===== src/bbidp_pkg.sv =====
// Shared types and constants for the burst-balloons interval optimizer.
// Holds the controller state enum and the command/status structs.
// No dependencies.
`default_nettype none

package bbidp_pkg;

  // Default storage capacity in balloons.
  localparam int MAX_BALLOONS_DEF = 64;

  // Field widths fixed by the interface.
  localparam int VAL_W   = 8;
  localparam int COIN_W  = 32;
  localparam int LR_W    = 2 * VAL_W;
  localparam int PROD_W  = 3 * VAL_W;
  localparam int SUB_W   = COIN_W + 1;
  localparam int CAND_W  = COIN_W + 2;

  typedef enum logic [2:0] {
    ST_LOAD,
    ST_EMPTY,
    ST_EDGE_L,
    ST_EDGE_R,
    ST_MUL,
    ST_STEP,
    ST_DRAIN
  } bbidp_state_t;

  // Controller to datapath.
  typedef struct packed {
    logic load_en;   // input transfer this cycle
    logic start;     // last item taken: latch set size, reset loader
    logic edge_l;    // read left pad value
    logic edge_r;    // read right pad value, capture left pad
    logic mul;       // form pad product, clear running max
    logic step;      // issue one split position
    logic write;     // store interval best and advance interval
    logic res_load;  // load result register from running max
    logic res_zero;  // load result register with zero (empty set)
  } bbidp_cmd_t;

  // Datapath to controller.
  typedef struct packed {
    logic set_empty;  // no balloon in set including current item
    logic k_at_j;     // split position is at interval end
    logic pipe_busy;  // split candidates still in flight
    logic last_int;   // current interval spans the whole set
    logic res_busy;   // result register holds an untaken result
  } bbidp_status_t;

endpackage

`default_nettype wire


===== src/bbidp_ctrl.sv =====
// Controller state machine for the interval optimizer.
// Sequences loading, per-interval setup, split issue, drain and result.
// Depends on bbidp_pkg.
`default_nettype none

module bbidp_ctrl (
  input  wire logic                   clk,
  input  wire logic                   rst_n,
  input  wire logic                   in_tvalid,
  input  wire logic                   in_last,
  output logic                        in_tready,
  input  wire bbidp_pkg::bbidp_status_t sts,
  output bbidp_pkg::bbidp_cmd_t       cmd
);

  bbidp_pkg::bbidp_state_t state_r, state_nxt;

  always_ff @(posedge clk) begin
    if (!rst_n) begin
      state_r <= bbidp_pkg::ST_LOAD;
    end else begin
      state_r <= state_nxt;
    end
  end

  always_comb begin
    state_nxt = state_r;
    cmd       = '0;
    in_tready = 1'b0;
    unique case (state_r)
      bbidp_pkg::ST_LOAD: begin
        in_tready   = 1'b1;
        cmd.load_en = in_tvalid;
        if (in_tvalid && in_last) begin
          cmd.start = 1'b1;
          state_nxt = sts.set_empty ? bbidp_pkg::ST_EMPTY : bbidp_pkg::ST_EDGE_L;
        end
      end
      bbidp_pkg::ST_EMPTY: begin
        if (!sts.res_busy) begin
          cmd.res_zero = 1'b1;
          state_nxt    = bbidp_pkg::ST_LOAD;
        end
      end
      bbidp_pkg::ST_EDGE_L: begin
        cmd.edge_l = 1'b1;
        state_nxt  = bbidp_pkg::ST_EDGE_R;
      end
      bbidp_pkg::ST_EDGE_R: begin
        cmd.edge_r = 1'b1;
        state_nxt  = bbidp_pkg::ST_MUL;
      end
      bbidp_pkg::ST_MUL: begin
        cmd.mul   = 1'b1;
        state_nxt = bbidp_pkg::ST_STEP;
      end
      bbidp_pkg::ST_STEP: begin
        cmd.step = 1'b1;
        if (sts.k_at_j) begin
          state_nxt = bbidp_pkg::ST_DRAIN;
        end
      end
      bbidp_pkg::ST_DRAIN: begin
        if (!sts.pipe_busy) begin
          if (sts.last_int) begin
            // hold until the result register is free
            if (!sts.res_busy) begin
              cmd.write    = 1'b1;
              cmd.res_load = 1'b1;
              state_nxt    = bbidp_pkg::ST_LOAD;
            end
          end else begin
            cmd.write = 1'b1;
            state_nxt = bbidp_pkg::ST_EDGE_L;
          end
        end
      end
      default: begin
        state_nxt = bbidp_pkg::ST_LOAD;
      end
    endcase
  end

endmodule

`default_nettype wire


===== config.mk =====
export PLATFORM = sky130hd
export DESIGN_NAME = bbidp_ctrl
export DESIGN_NICKNAME = d
export VERILOG_FILES = /design/src/bbidp_pkg.sv /design/src/bbidp_ctrl.sv
export SDC_FILE = /design/constraint.sdc
export NUM_CORES = 1
export LEC_CHECK = 0
export BUFFER_PORTS_ARGS = -buffer_cell sky130_fd_sc_hd__clkbuf_2
export CORE_AREA = 2 2 39 41
export DETAILED_ROUTE_END_ITERATION = 10
export DIE_AREA = 0 0 41 43
export RECOVER_POWER = 50
export SLEW_MARGIN = 20
export SYNTH_ARGS = -nofsm -noshare
export SYNTH_HDL_FRONTEND = slang
export SYNTH_SLANG_ARGS = --single-unit

===== constraint.sdc =====
create_clock -name clk -period 1.3 [get_ports clk]
set_clock_uncertainty 0.1 [all_clocks]
set_input_delay 0 -clock clk [delete_from_list [all_inputs] [get_ports clk]]
set_output_delay 0 -clock clk [all_outputs]
set_load 0.03 [all_outputs]

==> key figures <==
STA
  • Period utilisation layout: between 90 and 100%
  • FMAX: 778 MHz
  • Crit path time final: roughly 1.3 ns
  • Slew @ Worst Pin: between 0.15 and 0.2 ns
  • Setup repair after global routing missed its margin: true
  • Slew Limit Fails: 0
  • Setup violations, final: 0
  • Relative slew margins: roughly 87%
  • Fin. Hold Viols: 0

Logic synthesis
  • Largest family of logic cells by synthesized area: simple AND/OR/NAND/NOR gates
  • Sequential fraction of the synthesis area: 19.0%
  • Post-synthesis cell area: 315 sq um
  • Main synth FF type: dfxtp_1
  • Synth Area in Adders: 0%
  • Netlist cell types: 26
  • Syn Nets: 44
  • Simple-gate area share of the yosys netlist: a little under half
  • XOR/XNOR Fraction of Synth Area: 0%
  • Async set-or-reset flop fraction in the synthesized netlist: 0%
  • Post-synth EDFFs: 0
  • FF+latch count, synth: 3
  • Synth Area in Compound Gates: 20.6%
  • Ys Warns: 0
  • Mapped Cells: 35
  • Synth Area per Inst: roughly 9 sq um
  • Mux cell area share after synthesis: 3.17%

Clocking
  • Reg clk slew, reported paths: roughly 0.04 ns
  • CTS tree: done
  • TritonCTS Buffers: 3
  • Clock Sinks: 3
  • Worst skew pair latency: 0.24 ns
  • CTS max path bufs: 2
  • H-tree depth: 1
  • CTS root buf: clkbuf_4

Route
  • First-pass DRT Iterations: 2
  • Overall routed net length: 891 microns
  • Residual DRC count: 0
  • Via density: between 4 and 5
  • Initial DRC Count: 2
  • DR vias: between 300 and 400
  • Wire length per cell: 10.5 microns
  • ANT nets after route: 0

Cells and area
  • Commonest non-fill, non-tap cell in the layout: buf_4
  • Share of cells above drive strength 1: between 50% and 60%
  • Post-route design area: between 500 and 600 sq um
  • Area Growth Syn to Fin: 88.9%
  • Multi-input gate area: 233 sq um
  • Diode count: 0
  • Fin nets: 79
  • Top flop regs: state_r x3
  • Number of flip-flops in the largest register: 3
  • Reg with most FFs: state_r
  • Register area: around 70 sq um
  • Layout fillers: 142
  • Leading cell types in the layout, fill and taps excluded: 12 x buf_4, 11 x clkbuf_2, 5 x dlygate4sd3_1

Global route
  • Total gr overflow: 0
  • Global-route usage over all layers: a little under an eighth
  • First-pass GRT wire length: between 1000 and 1500 microns
  • Vias in the first global route: 362
  • Pin count of the biggest net entering global routing: 14
  • Initial antenna violation count: 0

Worst setup path
  • Worst setup path class: reg2out
  • Reg2reg end: state_r[1]$_SDFFE_PN0P_
  • Critical path buffers and inverters: 2
  • Critical register-to-register path startpoint: state_r[2]$_SDFFE_PN0P_
  • Required time of the critical path: ~1.2 ns
  • CP Cell Sequence: buf_6 > nor3_4 > and3_4 > buf_8
  • CP startpoint kind: flip-flop
  • Crit path max-delay family: simple AND/OR/NAND/NOR gates
  • CP arrival: 1.19 ns
  • CP Max Fanout: 4
  • Critical Path Max Stage Delay: 0.35 ns
  • Critical Path Source: state_r[2]$_SDFFE_PN0P_
  • Worst reg2reg path depth: 5
  • Slowest cell on the critical path: dfxtp_4
  • R2R setup slack: about 0.080 ns
  • Critical path endpoint: cmd[7]
  • Critical path depth in cells: 4
  • Critical path endpoint category: output pin

Floorplanning
  • Initial Util: 22.8%
  • CORE AREA: between 1000 and 1500 sq um
  • I/O Pins: 19
  • Die area: 1760 sq um
  • Die Wd: roughly 41 microns
  • Die Ht: 43 microns
  • # rows: 14

Min path
  • Hold Path Class: in2reg

Placement
  • Number of port buffers: 18
  • DP Area: 407 sq um
  • Detailed Place HPWL: between 500 and 600 microns
  • Final GP Congestion: about 0.74

Job
  • Max-cap violations: 0

Pwr
  • Pwr Density: 1050 nW/um^2
  • Leakage: approximately 0.00028 uW
  • Peak VDD IR: between 300 and 400 uV
  • Tot Pwr: just over 600 uW

Status
  • Status: completed
==> layout make-up <==
cell class | count | share of cell area (%)
multi-input combinational | 29 | 39.1
tap | 16 | 3.36
clock buffer | 4 | 4.41
timing repair buffer | 33 | 41.2
sequential | 3 | 12.0
==> how the worst min path moves through the flow <==
stage                     startpoint                      end  slack (ns)  cells after the start
final                         sts[0]  state_r[0]$_SDFFE_PN0P_        0.03                      3
after global routing          sts[0]  state_r[0]$_SDFFE_PN0P_        0.04                      3
after CTS                     sts[0]  state_r[0]$_SDFFE_PN0P_        0.03                      3
after detailed placement       rst_n  state_r[2]$_SDFFE_PN0P_        0.15                      2
after global placement         rst_n  state_r[2]$_SDFFE_PN0P_        0.16                      2
after floorplan               sts[0]                   cmd[0]       -0.03                      1
==> tightest hold or removal path: cells and delay by family <==
kind            cells  cell delay [ns]
compound gates      2             0.21
buf+inv             1             0.11
==> per-layer routing <==
metal | part of all wire (%) | track usage (%)
met4 | 2.1 | 10.0
met1 | 42 | 11.6
met5 | 0 | 0
met2 | 52 | 17.8
met3 | 4.5 | 4.71
==> synthesized netlist by cell type, drive strengths merged, types with 2 or more instances <==
library cell / n / share of area (%)
nor2: 2 / 2.4
nor3: 2 / 6.7
and2: 2 / 4.0
nand2: 2 / 2.4
a21oi: 3 / 4.8
o21ai: 2 / 3.2
buf: 3 / 11
nor2b: 2 / 6.3
dfxtp: 3 / 19
==> logic make-up after synthesis <==
family | count (synthesis)
multiplexers | 1
flip-flops | 3
AO/OA/AOI/OAI | 9
buffers and inverters | 3
AND/OR/NAND/NOR | 19
==> timing repair <==
action / CTS / global route
pin swaps: 4 / 2
setup endpoints to repair: 10 / 8
gates resized for setup: 11 / 13
buffers inserted: 4 / 4
hold buffers: 5 / 0
hold endpoints to repair: 3 / 0
==> metrics by stage <==
| step | worst slack, ns | utilization (%) | std cells | setup TNS [ns] | hold slack (ns) |
|---|---|---|---|---|---|
| after floorplan | 0.00643 | - | 35 | 0 | -0.0296 |
| after global placement | 0.0629 | 29.4 | 68 | 0 | 0.161 |
| after detailed placement | 0.0785 | 29.4 | 68 | 0 | 0.153 |
| after CTS | -0.0252 | 39.4 | 81 | -0.0282 | 0.0274 |
| after global routing | -0.0522 | 43.0 | 85 | -0.116 | 0.0449 |
| final | 0.0150 | 43.0 | 85 | 0 | 0.0265 |
==> power breakdown <==
part / total [uW] / switching, uW / leakage, uW / internal (uW)
registers: 140 / 33.0 / 0.0000267 / 107
logic: 313 / 143 / 0.000240 / 169
clock network: 169 / 54.0 / 0.0000150 / 115
(Power assumes the default switching activity.)
